`config.mk`:
```
export PLATFORM = sky130hd
export DESIGN_NAME = sct_mul
export DESIGN_NICKNAME = d
export VERILOG_FILES = /design/src/rtl/core/assert_macros.svh /design/src/rtl/core/sct_pkg.sv /design/src/rtl/core/sct_mul.sv
export SDC_FILE = /design/constraint.sdc
export NUM_CORES = 2
export LEC_CHECK = 0
export BUFFER_PORTS_ARGS = -buffer_cell sky130_fd_sc_hd__buf_4
export CORE_AREA = 4 4 317 319
export DETAILED_ROUTE_END_ITERATION = 8
export DIE_AREA = 0 0 321 323
export PLACE_DENSITY = 0.81
export SYNTH_ARGS = -nofsm -noshare
export SYNTH_HDL_FRONTEND = slang
export SYNTH_SLANG_ARGS = --single-unit
```
`constraint.sdc`:
```
create_clock -name clk -period 10.5 [get_ports clk]
set_input_delay 3.15 -clock clk [delete_from_list [all_inputs] [get_ports clk]]
set_output_delay 3.15 -clock clk [all_outputs]
set_load 0.005 [all_outputs]
```
`src/rtl/core/assert_macros.svh`:
```
// Assertion macros used by the sine/cosine generator.
`ifndef ASSERT_MACROS_SVH
`define ASSERT_MACROS_SVH

// Implication checked at every rising clock edge outside reset.
`define ASSERT_IMPL(label, clk, rst_n, prop, msg) \
	label: assert property (@(posedge clk) disable iff (!rst_n) prop) else $error(msg);

// Condition that must never be seen outside reset.
`define ASSERT_NEVER(label, clk, rst_n, cond, msg) \
	label: assert property (@(posedge clk) disable iff (!rst_n) !(cond)) else $error(msg);

`endif

```
`src/rtl/core/sct_pkg.sv`:
```
// Shared constants and types of the folded sine/cosine generator.
package sct_pkg;

	localparam int ANGLE_FRAC_BITS_DEF  = 29;
	localparam int RESULT_FRAC_BITS_DEF = 30;
	localparam int COEF_FRAC_BITS_DEF   = 34;

	// integer bits above the fraction for x, x^2 and partial sums
	localparam int GUARD_BITS = 2;
	// register stages in one multiply-add unit
	localparam int MUL_LAT    = 3;
	// Horner steps: sine 1/17! .. 1/1!, cosine 1/20! .. 1/0!
	localparam int SIN_CELLS  = 9;
	localparam int COS_CELLS  = 11;

	// pi * 2^61, rounded
	localparam logic [63:0] PI_Q61 = 64'h6487ED5110B4611A;

	localparam int FACT_W = 80;
	localparam int FACT_N = 23;
	localparam logic [FACT_W-1:0] FACT [0:FACT_N-1] = '{
		80'd1,
		80'd1,
		80'd2,
		80'd6,
		80'd24,
		80'd120,
		80'd720,
		80'd5040,
		80'd40320,
		80'd362880,
		80'd3628800,
		80'd39916800,
		80'd479001600,
		80'd6227020800,
		80'd87178291200,
		80'd1307674368000,
		80'd20922789888000,
		80'd355687428096000,
		80'd6402373705728000,
		80'd121645100408832000,
		80'd2432902008176640000,
		80'd51090942171709440000,
		80'd1124000727777607680000
	};

	typedef struct packed {
		logic vld;
		logic sneg;
		logic cneg;
	} sct_flags_t;

endpackage

```
`src/rtl/core/sct_mul.sv`:
```
// Three-stage multiply-add: addend + sign * round(|a| * |b| / 2^F), split partial products.
module sct_mul #(
	parameter int COEF_FRAC_BITS = sct_pkg::COEF_FRAC_BITS_DEF
) (
	input  logic                                              clk,
	input  logic                                              en,
	input  logic        [COEF_FRAC_BITS+sct_pkg::GUARD_BITS-1:0] a_mag,
	input  logic                                              a_neg,
	input  logic signed [COEF_FRAC_BITS+sct_pkg::GUARD_BITS:0]   b,
	input  logic signed [COEF_FRAC_BITS+sct_pkg::GUARD_BITS:0]   addend,
	output logic signed [COEF_FRAC_BITS+sct_pkg::GUARD_BITS:0]   res
);

	localparam int F  = COEF_FRAC_BITS;
	localparam int W  = F + sct_pkg::GUARD_BITS;
	localparam int H  = (W + 1) / 2;
	localparam int L  = W - H;
	localparam int PW = 2 * W;
	localparam int SW = W + 1;
	localparam logic [PW-1:0] RND = PW'(1) << (F - 1);

	logic [W:0]   b_abs_c;
	logic [W-1:0] b_mag_c;
	logic         neg_c;

	logic [2*H-1:0] pll_s1;
	logic [H+L-1:0] plh_s1;
	logic [H+L-1:0] phl_s1;
	logic [2*L-1:0] phh_s1;
	logic           neg_s1;
	logic [W:0]     add_s1;

	logic [PW-1:0]  prod_c;
	logic [W-1:0]   mag_s2;
	logic           neg_s2;
	logic [W:0]     add_s2;

	logic signed [W:0] res_s3;

	assign b_abs_c = b[W] ? SW'(-b) : SW'(b);
	assign b_mag_c = b_abs_c[W-1:0];
	assign neg_c   = a_neg ^ b[W];

	always_ff @(posedge clk) begin
		if (en) begin
			pll_s1 <= a_mag[H-1:0] * b_mag_c[H-1:0];
			plh_s1 <= a_mag[H-1:0] * b_mag_c[W-1:H];
			phl_s1 <= a_mag[W-1:H] * b_mag_c[H-1:0];
			phh_s1 <= a_mag[W-1:H] * b_mag_c[W-1:H];
			neg_s1 <= neg_c;
			add_s1 <= addend;
		end
	end

	// magnitude rounded half away from zero, since sign is applied afterwards
	assign prod_c = PW'(pll_s1) + (PW'(plh_s1) << H) + (PW'(phl_s1) << H)
		+ (PW'(phh_s1) << (2 * H)) + RND;

	always_ff @(posedge clk) begin
		if (en) begin
			mag_s2 <= prod_c[F +: W];
			neg_s2 <= neg_s1;
			add_s2 <= add_s1;
		end
	end

	always_ff @(posedge clk) begin
		if (en) begin
			if (neg_s2) begin
				res_s3 <= $signed(add_s2) - $signed({1'b0, mag_s2});
			end else begin
				res_s3 <= $signed(add_s2) + $signed({1'b0, mag_s2});
			end
		end
	end

	assign res = res_s3;

endmodule

```
# Yosys cells after proc, flatten, opt, wreduce, memory -nomap -nowiden
# Index checks and enable logic that the tools add are counted.
[word_totals]
regBits = 291
in_bits = 113
output_inout_bits = 37
[classes]
n_addsub = 7
multipliers = 4
n_mux = 2
bitwise = 1
[op_table]
columns = ["cell", "n"]
rows = [
  ["$mul A18 B18 Y36", 3],
  ["$add A56 B70 Y70", 1],
  ["$add A70 B34 Y70 const B", 1],
  ["$add A55 B54 Y56", 1],
  ["$add A36 B54 Y55", 1],
  ["$add A37 B37 Y37", 1],
  ["$mux W37", 1],
  ["$sub A37 B37 Y37", 1],
  ["$mux W36", 1],
  ["$neg A36 Y36", 1],
  ["$mul A18 B18 Y34", 1],
  ["$xor A1 B1 Y1", 1],
]

# Logic depth before layout (Yosys ltp)
[logic_depth]
word_depth = 4
ltp_mapped = 36
ltp_nobuf = 32

# Least setup slack after synthesis
# No wires, ideal clock.
[synth_path]
kind = "input to register"
start = "in b[0] (netlist name)"
end = "reg phh_s1[33] (data pin)"
setup_ps = 260
arrival_ps = 10904
required_ps = 10240
path_slack_ps = -664
path_stages = 35
path_cell_list = "clkbuf_1 clkbuf_1 inv_1 ha_1 or3b_2 clkbuf_1 nor2_1 and4bb_2 nand2_1 o31ai_1 xnor2_1 clkbuf_1 nand2_1 fa_1 fa_1 inv_1 fa_1 inv_1 fa_1 inv_1 fa_1 inv_1 fa_1 inv_1 ha_1 a211oi_1 o21ai_0 a31oi_1 o211a_1 o31ai_1 o41ai_2 nor3_1 a2111oi_2 a21oi_1 xnor2_1"
[synth_via]
elab_chain_len = 3
[synth_lines]
columns = ["item", "line", "rtl"]
rows = [
  ["start: declaration", "sct_mul.sv:9", "input logic signed [COEF_FRAC_BITS+sct_pkg::GUARD_BITS:0] b,"],
  ["$neg A36 Y36", "sct_mul.sv:40", "assign b_abs_c = b[W] ? SW'(-b) : SW'(b);"],
  ["$mux W36", "sct_mul.sv:40", ""],
  ["$mul A18 B18 Y34", "sct_mul.sv:49", "phh_s1 <= a_mag[W-1:H] * b_mag_c[W-1:H];"],
  ["end signal: assignment", "sct_mul.sv:49", ""],
  ["end: declaration", "sct_mul.sv:29", "logic [2*L-1:0] phh_s1;"],
]
# No other way between the ends.
# A chain may end at the register's enable or synchronous reset.

# Worst setup path in the final report
[layout_path]
start = "in b[4] (netlist name)"
end = "reg plh_s1[33] (data pin)"
[layout_via]
elab_chain_len = 3
[layout_lines]
columns = ["item", "line", "rtl"]
rows = [
  ["$neg A36 Y36", "sct_mul.sv:40", ""],
  ["$mux W36", "sct_mul.sv:40", ""],
  ["$mul A18 B18 Y36", "sct_mul.sv:47", "plh_s1 <= a_mag[H-1:0] * b_mag_c[W-1:H];"],
  ["end signal: assignment", "sct_mul.sv:47", ""],
  ["end: declaration", "sct_mul.sv:27", "logic [H+L-1:0] plh_s1;"],
]
# No other way between the ends.

==> results.json <==
{
  "drt_wl_total_um": 142000,
  "grt_pass1_vias": 45536,
  "yosysSeqAreaShare_pct": 14.8,
  "num_rows": 115,
  "cts_buffers": 29,
  "synth_area_um2": 55400,
  "synth_fp_nets": 7615,
  "start_util_pct": 56.6,
  "yosysTopAreaCellShare_pct": 38.2,
  "cts_root_buf": "clkbuf_16",
  "yosysWarnings": 0,
  "ios": 150,
  "yosysUniqueCellTypes": 67,
  "post-route-min-period_ps": 10410,
  "path_class": "in -> reg",
  "io_buffers": 149,
  "grt_max_degree": 148,
  "crit_top_cell": "buf_4",
  "cts_tree": "done",
  "reg2reg_slack_ps": 4620,
  "syn_inst": 5910,
  "die_height_um": 323,
  "setup_viol": 0,
  "grt_pass1_wl_um": 232000,
  "critPathArrivalTime_ps": 10760,
  "grt_antenna_before_repair": 5,
  "skew_ps": 15.4,
  "worstHoldStart": "add_s1[20]",
  "crit_start": "b[4]",
  "max_freq_ghz": 0.0960,
  "synth_area_per_cell_um2": 9.37,
  "synth.area.top_cells": "fa_1, edfxtp_1, ha_1, inv_1, nand2_1",
  "dpl.hpwl_um": 113000,
  "die_w_um": 321,
  "area_growth_pct": 12.7,
  "synth_common_cells": "inv_1, fa_1, nand2_1, ha_1, and2_1",
  "ant_nets": 0,
  "dieArea_um2": 104000,
  "cp.required_ps": 10850,
  "relSlewSlack_pct": 35.3,
  "cts.clk_slew.worst_paths_ps": 70,
  "synth_top_flop_cell": "edfxtp_1",
  "synth-edff-count": 273,
  "clk_latency_ps": 600,
  "gp_congestion": 0.963,
  "hold_class": "reg -> reg",
  "cts-hold-fix-buffers": 0,
  "n_fill_cell": 7439,
  "status": "completed",
  "clock_sinks": 273,
  "vias": 41792,
  "worst_setup_path_start_kind": "input pin",
  "rsz0062_at_grt": "true",
  "critical_path.top_delay_family": "adder cells",
  "synth.largest_area_cell": "fa_1",
  "gr-total-overflow": 0,
  "worst_pin_slew_ps": 964,
  "crit_buf_inv": 13,
  "coreArea_um2": 97800,
  "routed_via_density": 5.55,
  "cts-htree-levels": 1,
  "drt-initial-drc-count": 2956,
  "clockBufferDepth": 3,
  "cp_max_fo": 9,
  "gr-usage-all-layers_pct": 27.8,
  "synth_most_common_cell": "inv_1",
  "hold_viol": 0,
  "drive_gt1_share_pct": 11.7,
  "utilization_pct": 63.8,
  "crit_slowest_cell": "or4_4",
  "maxCapViolations": 0,
  "synthArstFlopShare_pct": 0,
  "maxSlewViolCount": 0,
  "multiInputGateArea_um2": 42000,
  "post_drt_wl_per_cell_um": 18.9,
  "critical_path.max_stage_delay_ps": 550,
  "nNetsFinal": 7922,
  "drc": 0,
  "critPathCaptureType": "register",
  "drt-pass1-iter-count": 7,
  "fin_crit_sh_pct": 99.2,
  "rr_startpoint": "mag_s2[0]",
  "regArea_um2": 8200,
  "ys_ff_latch": 273
}
-- cells in the final DEF (no fill, tap or decap), types with 12 or more instances in the layout --
cell type,n
a211oi_1,13
a21o_1,53
a21oi_1,128
a31oi_1,13
and2_1,468
and3_1,24
buf_12,30
buf_4,489
buf_6,13
clkbuf_16,30
edfxtp_1,273
fa_1,1053
ha_1,525
inv_1,1345
nand2_1,909
nand2b_1,26
nand3_1,34
nor2_1,142
nor2b_1,20
nor3_1,32
o21a_1,23
o21ai_0,66
o21ai_1,16
o21bai_1,19
or3_1,12
xnor2_1,153
xnor2_2,30
xor2_1,50
-- logic make-up (layout without fill, tap and decap cells) --
logic type | count (synthesis) | after routing | synth area share [%]
other cells | 0 | 2 | 0
compound gates | 448 | 448 | 5.20
xor+xnor | 238 | 240 | 3.77
fa+ha+maj | 1592 | 1592 | 50.3
simple gates | 1747 | 1747 | 15.0
buf+inv | 1611 | 1939 | 10.9
flops | 273 | 273 | 14.8
mux | 1 | 1 | 0.0181
-- worst register-to-register path: cells and delay by family (launching register included) --
| kind | cells | cell delay, ps |
|---|---|---|
| xor+xnor | 2 | 250 |
| flops | 1 | 440 |
| fa+ha+maj | 1 | 340 |
| compound gates | 10 | 2260 |
| simple gates | 7 | 2350 |
-- flip-flops by register name (all words and copies together) (netlist names) --
register and cells:
add_s1 37, add_s2 37, mag_s2 36, neg_s1 1, neg_s2 1, phh_s1 34
phl_s1 36, plh_s1 36, pll_s1 18, res 37
-- area by class of cell --
class                      instances  area share, %
timing repair buffer             536           7.18
clock buffer                      32           1.18
antenna                            2        0.00802
inverter                        1349           8.12
clock inverter                    22          0.441
tap                             1287           2.58
multi-input combinational       4028           67.4
sequential                       273           13.1
-- metal layers --
metal | vias up | routed length (µm) | GRT usage [%]
met2 | 1964 | 67000 | 46.7
met5 | - | 24 | 0
met4 | 4 | 4900 | 8.69
li1 | 18451 | - | -
met1 | 20977 | 55000 | 35.9
met3 | 396 | 15400 | 6.96
-- repair_timing --
item,4_1_cts,5_1_grt
setup buffers,1,18
resized for setup,1,104
gates cloned,0,4
endpoints found under the setup margin,6,42
hold endpoints to repair,0,0
pin swaps,2,30
-- final timing paths --
path,to,depth (start not counted)
worst max register to register,res[36],20
worst min register to register,add_s2[20],0
worst min-delay path,add_s2[20],0
worst max-delay path,plh_s1[33],37
-- through the flow --
| stage | std cells | worst slack, ps | instance area [µm²] | hold slack [ps] | setup TNS (ps) |
|---|---|---|---|---|---|
| after floorplan | 5910 | -81.4 | 55700 | 400 | -239 |
| after global placement | 7450 | -585 | 60700 | 403 | -13780 |
| after detailed placement | 7450 | -708 | 60700 | 405 | -22190 |
| after CTS | 7505 | 3.70 | 61700 | 418 | 0 |
| after global routing | 7527 | -142 | 62400 | 421 | -1080 |
| final | 7529 | 86.9 | 62400 | 417 | 0 |
Power is left out: the tool's default activity adds up to more than one toggle a clock period on the data nets, which glitch-free logic cannot reach.
