`config.mk`:
```
export PLATFORM = sky130hd
export DESIGN_NAME = sct_cell
export DESIGN_NICKNAME = d
export VERILOG_FILES = /design/src/rtl/core/assert_macros.svh /design/src/rtl/core/sct_pkg.sv /design/src/rtl/core/sct_mul.sv /design/src/rtl/core/sct_cell.sv
export SDC_FILE = /design/constraint.sdc
export NUM_CORES = 2
export LEC_CHECK = 0
export CAP_MARGIN = 20
export CELL_PAD_IN_SITES_DETAIL_PLACEMENT = 2
export CELL_PAD_IN_SITES_GLOBAL_PLACEMENT = 2
export CORE_ASPECT_RATIO = 0.75
export CORE_MARGIN = 1.5
export CORE_UTILIZATION = 44
export CTS_CLUSTER_DIAMETER = 40
export DETAILED_ROUTE_END_ITERATION = 10
export DONT_BUFFER_PORTS = 1
export PLACE_DENSITY = 0.92
export SKIP_CTS_REPAIR_TIMING = 1
export SLEW_MARGIN = 25
export SYNTH_ARGS = -nofsm -noshare
export SYNTH_HDL_FRONTEND = slang
export SYNTH_SLANG_ARGS = --single-unit
```
`constraint.sdc`:
```
create_clock -name clk -period 13.1 [get_ports clk]
set_input_delay 1.965 -clock clk [delete_from_list [all_inputs] [get_ports clk]]
set_output_delay 1.965 -clock clk [all_outputs]
set_load 0.1 [all_outputs]
```
`src/rtl/core/assert_macros.svh`:
```
// Assertion macros used by the sine/cosine generator.
`ifndef ASSERT_MACROS_SVH
`define ASSERT_MACROS_SVH

// Implication checked at every rising clock edge outside reset.
`define ASSERT_IMPL(label, clk, rst_n, prop, msg) \
	label: assert property (@(posedge clk) disable iff (!rst_n) prop) else $error(msg);

// Condition that must never be seen outside reset.
`define ASSERT_NEVER(label, clk, rst_n, cond, msg) \
	label: assert property (@(posedge clk) disable iff (!rst_n) !(cond)) else $error(msg);

`endif

```
`src/rtl/core/sct_pkg.sv`:
```
// Shared constants and types of the folded sine/cosine generator.
package sct_pkg;

	localparam int ANGLE_FRAC_BITS_DEF  = 29;
	localparam int RESULT_FRAC_BITS_DEF = 30;
	localparam int COEF_FRAC_BITS_DEF   = 34;

	// integer bits above the fraction for x, x^2 and partial sums
	localparam int GUARD_BITS = 2;
	// register stages in one multiply-add unit
	localparam int MUL_LAT    = 3;
	// Horner steps: sine 1/17! .. 1/1!, cosine 1/20! .. 1/0!
	localparam int SIN_CELLS  = 9;
	localparam int COS_CELLS  = 11;

	// pi * 2^61, rounded
	localparam logic [63:0] PI_Q61 = 64'h6487ED5110B4611A;

	localparam int FACT_W = 80;
	localparam int FACT_N = 23;
	localparam logic [FACT_W-1:0] FACT [0:FACT_N-1] = '{
		80'd1,
		80'd1,
		80'd2,
		80'd6,
		80'd24,
		80'd120,
		80'd720,
		80'd5040,
		80'd40320,
		80'd362880,
		80'd3628800,
		80'd39916800,
		80'd479001600,
		80'd6227020800,
		80'd87178291200,
		80'd1307674368000,
		80'd20922789888000,
		80'd355687428096000,
		80'd6402373705728000,
		80'd121645100408832000,
		80'd2432902008176640000,
		80'd51090942171709440000,
		80'd1124000727777607680000
	};

	typedef struct packed {
		logic vld;
		logic sneg;
		logic cneg;
	} sct_flags_t;

endpackage

```
`src/rtl/core/sct_mul.sv`:
```
// Three-stage multiply-add: addend + sign * round(|a| * |b| / 2^F), split partial products.
module sct_mul #(
	parameter int COEF_FRAC_BITS = sct_pkg::COEF_FRAC_BITS_DEF
) (
	input  logic                                              clk,
	input  logic                                              en,
	input  logic        [COEF_FRAC_BITS+sct_pkg::GUARD_BITS-1:0] a_mag,
	input  logic                                              a_neg,
	input  logic signed [COEF_FRAC_BITS+sct_pkg::GUARD_BITS:0]   b,
	input  logic signed [COEF_FRAC_BITS+sct_pkg::GUARD_BITS:0]   addend,
	output logic signed [COEF_FRAC_BITS+sct_pkg::GUARD_BITS:0]   res
);

	localparam int F  = COEF_FRAC_BITS;
	localparam int W  = F + sct_pkg::GUARD_BITS;
	localparam int H  = (W + 1) / 2;
	localparam int L  = W - H;
	localparam int PW = 2 * W;
	localparam int SW = W + 1;
	localparam logic [PW-1:0] RND = PW'(1) << (F - 1);

	logic [W:0]   b_abs_c;
	logic [W-1:0] b_mag_c;
	logic         neg_c;

	logic [2*H-1:0] pll_s1;
	logic [H+L-1:0] plh_s1;
	logic [H+L-1:0] phl_s1;
	logic [2*L-1:0] phh_s1;
	logic           neg_s1;
	logic [W:0]     add_s1;

	logic [PW-1:0]  prod_c;
	logic [W-1:0]   mag_s2;
	logic           neg_s2;
	logic [W:0]     add_s2;

	logic signed [W:0] res_s3;

	assign b_abs_c = b[W] ? SW'(-b) : SW'(b);
	assign b_mag_c = b_abs_c[W-1:0];
	assign neg_c   = a_neg ^ b[W];

	always_ff @(posedge clk) begin
		if (en) begin
			pll_s1 <= a_mag[H-1:0] * b_mag_c[H-1:0];
			plh_s1 <= a_mag[H-1:0] * b_mag_c[W-1:H];
			phl_s1 <= a_mag[W-1:H] * b_mag_c[H-1:0];
			phh_s1 <= a_mag[W-1:H] * b_mag_c[W-1:H];
			neg_s1 <= neg_c;
			add_s1 <= addend;
		end
	end

	// magnitude rounded half away from zero, since sign is applied afterwards
	assign prod_c = PW'(pll_s1) + (PW'(plh_s1) << H) + (PW'(phl_s1) << H)
		+ (PW'(phh_s1) << (2 * H)) + RND;

	always_ff @(posedge clk) begin
		if (en) begin
			mag_s2 <= prod_c[F +: W];
			neg_s2 <= neg_s1;
			add_s2 <= add_s1;
		end
	end

	always_ff @(posedge clk) begin
		if (en) begin
			if (neg_s2) begin
				res_s3 <= $signed(add_s2) - $signed({1'b0, mag_s2});
			end else begin
				res_s3 <= $signed(add_s2) + $signed({1'b0, mag_s2});
			end
		end
	end

	assign res = res_s3;

endmodule

```
`src/rtl/core/sct_cell.sv`:
```
// One Horner step: acc_out = COEF - x^2 * acc_in, with x^2 handed on to the next step.
module sct_cell #(
	parameter int COEF_FRAC_BITS = sct_pkg::COEF_FRAC_BITS_DEF,
	parameter logic [COEF_FRAC_BITS+sct_pkg::GUARD_BITS-1:0] COEF = '0
) (
	input  logic                                              clk,
	input  logic                                              en,
	input  logic        [COEF_FRAC_BITS+sct_pkg::GUARD_BITS-1:0] m2_in,
	input  logic signed [COEF_FRAC_BITS+sct_pkg::GUARD_BITS:0]   acc_in,
	output logic        [COEF_FRAC_BITS+sct_pkg::GUARD_BITS-1:0] m2_out,
	output logic signed [COEF_FRAC_BITS+sct_pkg::GUARD_BITS:0]   acc_out
);

	localparam int W = COEF_FRAC_BITS + sct_pkg::GUARD_BITS;

	logic [W-1:0] m2_s1;
	logic [W-1:0] m2_s2;
	logic [W-1:0] m2_s3;

	// multiplicand is -x^2: magnitude m2 with a negative sign
	sct_mul #(
		.COEF_FRAC_BITS(COEF_FRAC_BITS)
	) u_mul (
		.clk    (clk),
		.en     (en),
		.a_mag  (m2_in),
		.a_neg  (1'b1),
		.b      (acc_in),
		.addend ($signed({1'b0, COEF})),
		.res    (acc_out)
	);

	always_ff @(posedge clk) begin
		if (en) begin
			m2_s1 <= m2_in;
			m2_s2 <= m2_s1;
			m2_s3 <= m2_s2;
		end
	end

	assign m2_out = m2_s3;

endmodule

```
## Word-level counts from Yosys, hierarchy flattened

Cells that the tools add are included.

- Input bits: 75
- Word-level logic and storage cells: 25
- Flip-flop bits (word level): 325
- Output and inout port bits: 73

- Multiply operators: 4
- $add $sub $neg: 6
- Bitwise logic cells: 1
- Multiplexer cells: 2

Operator list:

| kind | count |
|---|---|
| 18-bit by 18-bit multiplier with 36-bit output | 3 |
| 36-bit 2-to-1 mux | 2 |
| 70-bit by 34-bit adder with 70-bit output (second input constant) | 1 |
| 70-bit by 54-bit adder with 70-bit output | 1 |
| 70-bit adder | 1 |
| 36-bit by 54-bit adder with 55-bit output | 1 |
| 1-bit by 36-bit subtractor with 37-bit output (first input constant) | 1 |
| 36-bit negator | 1 |
| 18-bit by 18-bit multiplier with 34-bit output | 1 |
| 1-bit inverter | 1 |

## Depth between registers and ports, before layout

- Depth in word-level cells: 4
- Gate-level depth with buffers: 35
- Mapped depth without buffers: 30

## Hierarchy

From an unflattened synthesis, not the netlist that was laid out.

- Cells, all modules: 5986
- Area, all modules: 58548.7 um2

Modules (own cells, without submodules):

| module | cells an instance | seq. area each (um2) | times used | area an instance (um2) |
|---|---|---|---|---|
| sct_mul | 5876 | 8197.9 | 1 | 55298.0 |
| sct_cell | 110 | 3243.1 | 1 | 3250.6 |

## Worst setup path before layout

No wires, ideal clock.

- Path type: input to register
- Start: input port acc_in[0] in the netlist's numbering
- End: register u_mul.phh_s1[33] (data pin)
- Path slack: 3.093 ns
- Stages on the path: 33
- Data required time: 12.840 ns
- Buffers on the path: 5
- Arrival: 9.747 ns
- Setup time: 0.260 ns
- Path through: clkbuf_1 -> clkbuf_1 -> inv_1 -> ha_1 -> nand2b_1 -> or4_1 -> clkbuf_1 -> or4_1 -> buf_2 -> o31ai_1 -> xnor2_1 -> clkbuf_1 -> and2_1 -> fa_1 -> inv_1 -> fa_1 -> fa_1 -> inv_1 -> fa_1 -> fa_1 -> inv_1 -> fa_1 -> inv_1 -> ha_1 -> a21o_1 -> a21oi_1 -> inv_1 -> o311a_1 -> nor4b_1 -> nor4_1 -> o41ai_1 -> o21ai_0 -> xnor2_1

- Cells in the longest elaborated chain, start to end: 3

RTL lines:

| what | line | RTL |
|---|---|---|
| start: declaration | sct_cell.sv:9 | `input logic signed [COEF_FRAC_BITS+sct_pkg::GUARD_BITS:0] acc_in,` |
| 36-bit negator | sct_mul.sv:40 | `assign b_abs_c = b[W] ? SW'(-b) : SW'(b);` |
| 36-bit 2-to-1 mux | sct_mul.sv:40 |  |
| 18-bit by 18-bit multiplier with 34-bit output | sct_mul.sv:49 | `phh_s1 <= a_mag[W-1:H] * b_mag_c[W-1:H];` |
| end signal: assignment | sct_mul.sv:49 |  |
| end: declaration | sct_mul.sv:29 | `logic [2*L-1:0] phh_s1;` |

Every way passes these cells.
A chain may end at the register's enable or synchronous reset.

## Worst setup path after layout

- Start: input port acc_in[8] in the netlist's numbering
- End: register u_mul.phh_s1[33] (data pin)

The elaborated chain is that of the path after synthesis.

==> flow_metrics.tcl <==
set metrics [dict create \
    status "completed" \
    synth_adder_area_share 0.486 \
    avgSynthCellArea_sq_um 9.45 \
    wl_per_cell_um 38.9 \
    worst_pin_slew_ns 1.31 \
    drv_slew 0 \
    start_kind "input port" \
    min_path_type "reg -> reg" \
    rsz0062_at_grt "false" \
    seq_area_sq_mm 0.00922 \
    gp_congestion 0.872 \
    drc_errors 0 \
    setup_violations 0 \
    antenna_found_initial 15 \
    synth-edff-count 307 \
    die_area_sq_mm 0.129 \
    io_pins 148 \
    yosysSeqAreaShare 0.165 \
    synth.distinct_cells 68 \
    ys_ff_latch 307 \
    grt_max_degree 308 \
    htreeDepth 3 \
    clockRootBuffer "clkbuf_16" \
    firstDrtPassIters 6 \
    fin_nets 7360 \
    syn2layout_area_growth_pct 7.29 \
    start_util 0.446 \
    synthFlopType "edfxtp_1" \
    clock_skew_ns 0.0436 \
    num_rows 112 \
    die_h_um 311 \
    muxShareOfSynthArea 0 \
    finalCritPeriodShare 0.924 \
    numPortBuffers 0 \
    synth_xor_area_frac 0.0369 \
    cp.arrival_ns 12.53 \
    slowest_stage "or4_1" \
    syn_inst 5895 \
    grt_first_pass_wirelength_mm 417 \
    critPathMaxStageDelay_ns 0.86 \
    overflow 0 \
    clk_pin_slew_worst_paths_ns 0.05 \
    synth.cell_area_sq_mm 0.0557 \
    crit_top_cell "fa_1" \
    synth_top_family_by_area "adder cells" \
    drive_gt1_frac 0.0362 \
    grt_usage 0.455 \
    fp.dieW_um 414 \
    antenna_left 0 \
    worstSetupPathType "in -> reg" \
    vias 47900 \
    pre_cts_ws_ns 0.827 \
    clkLatencyLatePin_ns 0.73 \
    cts.path.max_buffers 3 \
    synth_compound_area_frac 0.0538 \
    fmax_mhz 82.6 \
    core_area_sq_mm 0.125 \
    fillers 13200 \
    synth-warning-count 0 \
    synth_nets 7510 \
    max_slew_margin 0.130 \
    setup_ws_ns 0.998 \
    cp-end-kind "register" \
    dp_hpwl_mm 189 \
    timing.critical_path.fanout_max 25 \
    cts_sinks 307 \
    grt_pass1_vias 56900 \
    async_flop_share 0 \
    tns_ns 0 \
    required_ns 13.53 \
    period_needed_ns 12.10 \
    multiInputGateArea_sq_mm 0.0405 \
    cts_tree "yes" \
    hold_viol_final 0 \
    drt_iter0_markers 5442 \
    vias_per_cell 6.43 \
    max_cap_violations 0 \
    synthSimpleGateAreaFrac 0.145 \
    routed_wl_mm 290 \
    cts_inserted_buffers 67 \
]
-- sequential cells by signal, indices dropped and copies added, names as in the netlist --
register and count:
u_mul.res 37, m2_out 36, m2_s1 36, m2_s2 36, u_mul.mag_s2 36, u_mul.phl_s1 36
u_mul.plh_s1 36, u_mul.phh_s1 34, u_mul.pll_s1 18, u_mul.neg_s1 1, u_mul.neg_s2 1
-- kinds of logic after synthesis --
logic type,count (synthesis)
xor gates and xnor gates,235
adders and majority gates,1540
and+or+nand+nor,1688
buffers and inverters,1667
AOI/OAI and AO/OA,458
DFF,307
-- layout make-up --
type	count	share of cell area
Multi-Input combinational cell	3921	0.678
Sequential cell	307	0.154
Inverter	1400	0.0879
Tap cell	1653	0.0346
Clock buffer	69	0.0282
Clock inverter	52	0.0101
Timing Repair Buffer	48	0.00678
Antenna cell	7	0.000293
-- cell usage after synthesis, types with 4 or more instances --
library cell | count | share of area
a2111oi_0 | 6 | 0.00094
a211o_1 | 6 | 0.00094
a211oi_1 | 10 | 0.0013
a21boi_0 | 5 | 0.00067
a21o_1 | 62 | 0.0084
a21oi_1 | 122 | 0.011
a31oi_1 | 9 | 0.0010
and2_1 | 508 | 0.057
and3_1 | 15 | 0.0017
and4_1 | 7 | 0.0011
buf_1 | 11 | 0.00074
clkbuf_1 | 254 | 0.017
edfxtp_1 | 307 | 0.17
fa_1 | 1040 | 0.37
ha_1 | 500 | 0.11
inv_1 | 1400 | 0.094
nand2_1 | 879 | 0.059
nand2b_1 | 23 | 0.0026
nand3_1 | 35 | 0.0031
nand3b_1 | 4 | 0.00054
nand4_1 | 17 | 0.0019
nor2_1 | 101 | 0.0068
nor2b_1 | 23 | 0.0026
nor3_1 | 25 | 0.0022
nor4_1 | 7 | 0.00079
o211ai_1 | 6 | 0.00081
o21a_1 | 30 | 0.0040
o21ai_0 | 98 | 0.0088
o21ba_2 | 4 | 0.00072
o21bai_1 | 18 | 0.0024
o31a_1 | 9 | 0.0014
o31ai_1 | 28 | 0.0038
o41ai_1 | 13 | 0.0020
or2_2 | 4 | 0.00045
or3_1 | 13 | 0.0015
or4_1 | 18 | 0.0024
xnor2_1 | 192 | 0.030
xor2_1 | 43 | 0.0068
-- path summary, 6_finish.rpt --
| path | start | depth (start not counted) | slack [ns] | to |
|---|---|---|---|---|
| setup / recovery | acc_in[8] | 28 | 1.0 | u_mul.phh_s1[33]$_DFFE_PP_ |
| hold / removal | m2_s2[7]$_DFFE_PP_ | 0 | 0.40 | m2_out[7]$_DFFE_PP_ |
| setup reg to reg | u_mul.plh_s1[0]$_DFFE_PP_ | 23 | 4.86 | u_mul.mag_s2[31]$_DFFE_PP_ |
| hold reg to reg | m2_s2[7]$_DFFE_PP_ | 0 | 0.40 | m2_out[7]$_DFFE_PP_ |
-- per-layer routing --
metal	up-vias	part of all wire	global-route usage
li1	17500	-	-
met1	24600	0.33	0.508
met2	4042	0.45	0.708
met3	1805	0.11	0.148
met4	12	0.10	0.372
met5	-	0.00025	0
-- cells in the final DEF, fill, tap and decap left out, drive strengths merged, types with 99 or more instances in the layout --
master,instances
edfxtp,307
nor2,101
a21oi,122
inv,1419
ha,500
nand2,879
and2,508
o21ai,99
fa,1040
xnor2,192
-- worst max-delay path, delay by kind of cell --
family	cells	cell delay (ns)
xor gates and xnor gates	2	0.57
and+or+nand+nor	6	2.81
adders and majority gates	7	3.69
buffers and inverters	6	1.08
AOI/OAI and AO/OA	7	2.40
-- through the flow --
step           utilization  instance area, sq um  std cells  hold slack [ns]
3_5_place_dp         0.460                 57400       7329            0.405
4_1_cts              0.478                 59700       7450            0.385
5_1_grt              0.478                 59800       7451            0.392
2_1_floorplan            -                 55700       5895            0.400
3_3_place_gp         0.459                 57400       7328            0.400
6_report             0.478                 59800       7457            0.398
Power is left out: the tool's default activity adds up to more than one toggle a clock period on the data nets, which glitch-free logic cannot reach.
